===== src/design/srbrm_pkg.sv =====
package srbrm_pkg;

    localparam int NUM_BUFS       = 32;
    localparam int RING_DEPTH     = 32;
    localparam int DELIVERY_DEPTH = 16;
    localparam int MAX_CONSUMERS  = 8;
    localparam int MAX_RESULTS    = 48;
    localparam int START_REFS     = 2;

    localparam int ID_W   = 5;
    localparam int SEQ_W  = 32;
    localparam int APP_W  = 3;
    localparam int QUO_W  = 6;
    localparam int CNT_W  = 4;
    localparam int RA_W   = $clog2(RING_DEPTH);
    localparam int SLOT_W = $clog2(DELIVERY_DEPTH);
    localparam int RES_W  = $clog2(MAX_RESULTS);

    localparam logic [2:0] REQ_START    = 3'd0;
    localparam logic [2:0] REQ_END      = 3'd1;
    localparam logic [2:0] REQ_ATTACH   = 3'd2;
    localparam logic [2:0] REQ_DETACH   = 3'd3;
    localparam logic [2:0] REQ_RETURN   = 3'd4;
    localparam logic [2:0] REQ_CONSUMED = 3'd5;

    localparam logic [1:0] RES_DONE    = 2'd0;
    localparam logic [1:0] RES_RELEASE = 2'd1;
    localparam logic [1:0] RES_POST    = 2'd2;

    typedef struct packed {
        logic [2:0]       req_type;
        logic [ID_W-1:0]  buf_id;
        logic [SEQ_W-1:0] buf_seq;
        logic             sentinel;
        logic [APP_W-1:0] app_index;
        logic [QUO_W-1:0] app_quota;
        logic [SEQ_W-1:0] ring_removed;
    } req_t;

    typedef struct packed {
        logic [1:0]        result_kind;
        logic [ID_W-1:0]   buf_id;
        logic [SEQ_W-1:0]  buf_seq;
        logic              sentinel;
        logic [APP_W-1:0]  app;
        logic [SLOT_W-1:0] ring_slot;
        logic              ret_value;
        logic              last;
    } result_t;

    typedef struct packed {
        logic [SEQ_W-1:0] seq;
        logic [ID_W-1:0]  id;
        logic             sent;
    } ring_entry_t;

    typedef struct packed {
        logic             wen;
        logic             ren;
        logic [RA_W-1:0]  addr;
        ring_entry_t      wdata;
    } ring_cmd_t;

    // Wrap-safe sequence compare: a is older than b.
    function automatic logic seq_lt(logic [SEQ_W-1:0] a, logic [SEQ_W-1:0] b);
        logic [SEQ_W-1:0] d;
        d = a - b;
        return d[SEQ_W-1];
    endfunction

    function automatic logic id_ok(logic [ID_W-1:0] id);
        return {1'b0, id} < (ID_W+1)'(NUM_BUFS);
    endfunction

endpackage


===== src/design/srbrm_ring_mem.sv =====
module srbrm_ring_mem (
    input  logic                   clk,
    input  srbrm_pkg::ring_cmd_t   cmd,
    output srbrm_pkg::ring_entry_t rdata
);

    srbrm_pkg::ring_entry_t mem [srbrm_pkg::RING_DEPTH];
    srbrm_pkg::ring_entry_t rdata_reg;

    always_ff @(posedge clk)
    begin
        if (cmd.wen)
        begin
            mem[cmd.addr] <= cmd.wdata;
        end
        if (cmd.ren)
        begin
            rdata_reg <= mem[cmd.addr];
        end
    end

    assign rdata = rdata_reg;

endmodule


===== config.mk =====
export PLATFORM = sky130hd
export DESIGN_NAME = srbrm_ring_mem
export DESIGN_NICKNAME = d
export VERILOG_FILES = /design/src/design/srbrm_pkg.sv /design/src/design/srbrm_ring_mem.sv
export SDC_FILE = /design/constraint.sdc
export NUM_CORES = 1
export LEC_CHECK = 0
export BUFFER_PORTS_ARGS = -buffer_cell sky130_fd_sc_hd__buf_2
export CORE_UTILIZATION = 62
export DETAILED_ROUTE_END_ITERATION = 8
export HOLD_SLACK_MARGIN = 0.08
export PLACE_DENSITY_LB_ADDON = 0.3
export SYNTH_ARGS = -nofsm -noshare
export SYNTH_HDL_FRONTEND = slang
export SYNTH_SLANG_ARGS = --single-unit

===== constraint.sdc =====
create_clock -name clk -period 6.6 [get_ports clk]
set_input_delay 1.32 -clock clk [delete_from_list [all_inputs] [get_ports clk]]
set_output_delay 1.32 -clock clk [all_outputs]
set_load 0.01 [all_outputs]

==> run summary <==
The Yosys warning count is 0. The clock transition time at the flip-flop clock pins of the worst setup and hold paths came out at around 0.07 ns. The startpoint identified for the worst register-to-register timing path is mem[26][24]. The worst-case vdd ir drop is around 0.27 mV. After synthesis, the share of flip-flops with an asynchronous set or reset is 0%. The setup total negative slack is 0 ns. The share of synthesized area occupied by flip-flops and latches came out at between 70% and 80%. The detailed-routing iteration count for the pre-antenna-repair pass came out at 6. The cell type contributing the most total cell area after synthesis is sky130_fd_sc_hd__edfxtp_1. The count of port buffers added during placement came out at 83.

The count of non-filler cells in the finished layout came out at 3675. The depth of the worst hold-timing path is 4. The internal reg-to-reg setup slack came out at ~4.5 ns. The count of buffers added by post-CTS timing repair for setup is 0. The routed via count divided by cell count is 6.72.

The vertical die dimension is between 200 and 300 um. Setup repair after global routing left no endpoint under its margin. The final worst setup slack came out at 2.65 ns. The initial standard-cell utilization of the core came out at a little over three fifths. The synthesized netlist net count came out at 2528. The signal on the critical path passes through buf_2 -> or4b_2 -> buf_4 -> o22ai_1 -> nor4_1 -> nand2_1. In this design, the stage delay of the slowest critical-path cell is roughly 1.0 ns.

At the end of routability-driven placement, the weighted congestion stood at 0.820. In the routed design, unresolved DRC markers number 0. The source-to-sink clock delay at the later pin of the worst-skew pair is roughly 0.7 ns. For this design the total switching power over the nets is between 3 and 4 mW. The count of endpoints failing setup in the final report is 0. For this run, the top clock speed supported by timing is around 250 MHz. The width of the die is between 200 and 300 um. The maximum fanout along the worst path came out at 28.

The floorplan die area is roughly 77000 um2. STA classifies the critical path endpoint as a register. The HPWL reported at the end of detailed placement is around 60000 um. In this run the worst setup path begins at cmd[40]. The run finished with clean final reports. The endpoint identified for the worst register-to-register timing path is rdata[24]. The number of global-route vias before repair is around 25000.

The total overflow left after global routing is 0. The setup clock skew after layout came out at 0.0257 ns. The number of clock sinks came out at between 1000 and 1500. The kind of cell with the highest combined delay along the critical path is simple AND/OR/NAND/NOR gates. The average cell area after synthesis is 19.1 um2. The total of hold buffers inserted after clock tree synthesis is 0. The clock network power share is roughly two fifths. Leaving out fill and tap cells, the most frequent cell in the layout is sky130_fd_sc_hd__edfxtp_1.

The routed length per instance came out at roughly 30 um. The startpoint of the most critical hold path is mem[22][8]. Dividing total power by cell area gives a power density of about 300 nW/um2.

The part of the cycle the worst path needs is 59.8%. The max-slew violation count came out at 0. The number of violations of the max-capacitance limit is 0. The length in cells of the worst reg-to-reg path came out at 4.

The routed wire length came out at between 100000 and 150000 um. In this run the core area contains 100 standard-cell rows. The pre-CTS setup slack is roughly 2 ns. The remaining number of nets flagged by the antenna check after routing came out at 0.

The post-cts gate resize count is 0. The power share of the sequential group is roughly 55%. The combinational fraction of design power is 4.3%. The global-route wire length before repair came out at 162000 um. The master cell of the clock root buffer is sky130_fd_sc_hd__clkbuf_16. The critical path contains buffers and inverters numbering 2 combined.

The cell-internal power is 12.9 mW. The minimum clock period after layout is between 3 and 4 ns. The clock passes through at most 3 buffers. The number of flip-flops in the largest register came out at 1216. For this run, the leading register cell type out of synthesis is sky130_fd_sc_hd__edfxtp_1. For this block, the via count after detailed routing is 24700.

The maximum level of the CTS H-tree came out at 3. Counting every instance in the synthesized netlist gives around 2500. The cell count after placement is about 3500. The critical path runs through a total of 6 cells.

For this design the static power due to leakage is ~18 nW. The number of library cell types mapped by synthesis is 22. The top cell types in the final layout, fill and taps aside, are 1254 x sky130_fd_sc_hd__edfxtp_1, 608 x sky130_fd_sc_hd__mux2i_1, 304 x sky130_fd_sc_hd__o22ai_1, 119 x sky130_fd_sc_hd__clkbuf_16, 82 x sky130_fd_sc_hd__buf_2. The worst pin sits at a relative slew slack of 10.4%.

Sorting the synthesized cells by area gives the leading types as sky130_fd_sc_hd__edfxtp_1 80%, sky130_fd_sc_hd__mux2i_1 13%, sky130_fd_sc_hd__o22ai_1 4.0%, sky130_fd_sc_hd__nor4_1 1.0%, sky130_fd_sc_hd__buf_2 0.95%. The switching part of the total power came out at 20.8%. The detailed router's first-iteration violation count came out at around 3300. The netlist area before placement came out at 47300 um2.

At the pin with the least slew margin, the transition time is around 1.3 ns. Global routing used 29.0% of the available tracks. The final design area excluding fillers is roughly 53000 um2.

After synthesis, the largest area contributor takes up between 70% and 80% of total cell area. For this design, the slowest cell found on the critical path is sky130_fd_sc_hd__or4b_2. The arrival time of data at the critical path endpoint is approximately 4.3 ns. The CTS tree is built. The synthesis-to-layout area growth is 11.8%. The number of enable flip-flop cells after synthesis came out at between 1000 and 1500. The share of post-route cells with drive strength above 1 came out at 13.4%. The final cell utilization of the core is a little over two thirds.

The worst hold path terminates at rdata[8]. The category of the critical setup timing path is in2reg. The number of clock buffers inserted by TritonCTS came out at between 100 and 150.

The kind of start point of the critical path is an input port. The core footprint came out at about 75000 um2. The path type of the worst min-delay path is reg2reg. The data required time of the worst path is between 6 and 7 ns. The post-synthesis register bit count is 1254. 84 I/O pins were placed. Entering global routing, the biggest net connects about 150 pins. The net count reported at finish came out at between 2000 and 3000.

The instance area at placement came out at a little under 50000 um2. The initial antenna violation count is 1. The final hold violation count is 0.
==> cell usage after synthesis (all sizes together) (4+ instances only) <==
cell,instances
or4b,4
clkbuf,34
nor3,4
nand2,40
o22ai,304
nor2,29
mux2i,608
nand3b,4
edfxtp,1254
nand4bb,6
nor4,76
nand4b,4
buf,107
==> worst reg2reg max path, cell delays in order (launching register included) <==
cell and delay, ns:
sky130_fd_sc_hd__edfxtp_1 0.37, sky130_fd_sc_hd__mux2i_1 0.16, sky130_fd_sc_hd__o22ai_1 0.12, sky130_fd_sc_hd__nor4_1 0.86
sky130_fd_sc_hd__nand2_1 0.23
==> routing by layer <==
layer	share of wire (%)	track usage (%)	wire length, um
met1	39	40.8	44000
met3	9.1	4.42	10200
met4	3.1	9.65	3430
met2	49	47.2	54500
met5	0	0	0
==> worst max path at each step <==
| stage | slack [ns] | to |
|---|---|---|
| after floorplan | 1.37 | mem[25][0] |
| after global placement | 2.12 | rdata[21] |
| after detailed placement | 1.99 | rdata[21] |
| after CTS | 2.73 | rdata[21] |
| after global routing | 2.65 | mem[6][22] |
| final | 2.65 | rdata[21] |
==> power groups by stage <==
stage / Sequential [mW] / Combinational, mW / Clock (mW)
final: 8.93 / 0.698 / 6.62
after global routing: 8.94 / 0.731 / 6.96
after global placement: 9.10 / 0.665 / 0
after floorplan: 9.10 / 0.363 / 0
after detailed placement: 9.10 / 0.688 / 0
after CTS: 8.93 / 0.692 / 6.66
==> kinds of logic after synthesis <==
kind of cell,Yosys count,synth area share (%)
AO/OA/AOI/OAI,304,4.02
buffers and inverters,141,1.44
flip-flops,1254,79.6
multiplexers,608,12.9
AND/OR/NAND/NOR,175,2.09
==> area by class of cell <==
cell class / count / area [um2]
clock inverter: 84 / 728
clock buffer: 136 / 3040
antenna: 1 / 2.50
tap: 969 / 1210
multi-input combinational: 1087 / 9300
timing repair buffer: 144 / 933
sequential: 1254 / 37700
fill: 4426 / 22100
==> per-stage QoR <==
| step | power (mW) | hold slack (ns) |
|---|---|---|
| after global routing | 16.6 | 0.783 |
| after CTS | 16.3 | 0.725 |
| final | 16.3 | 0.724 |
| after global placement | 9.76 | 0.712 |
| after detailed placement | 9.79 | 0.717 |
| after floorplan | 9.46 | 0.651 |
(Power assumes the default switching activity.)
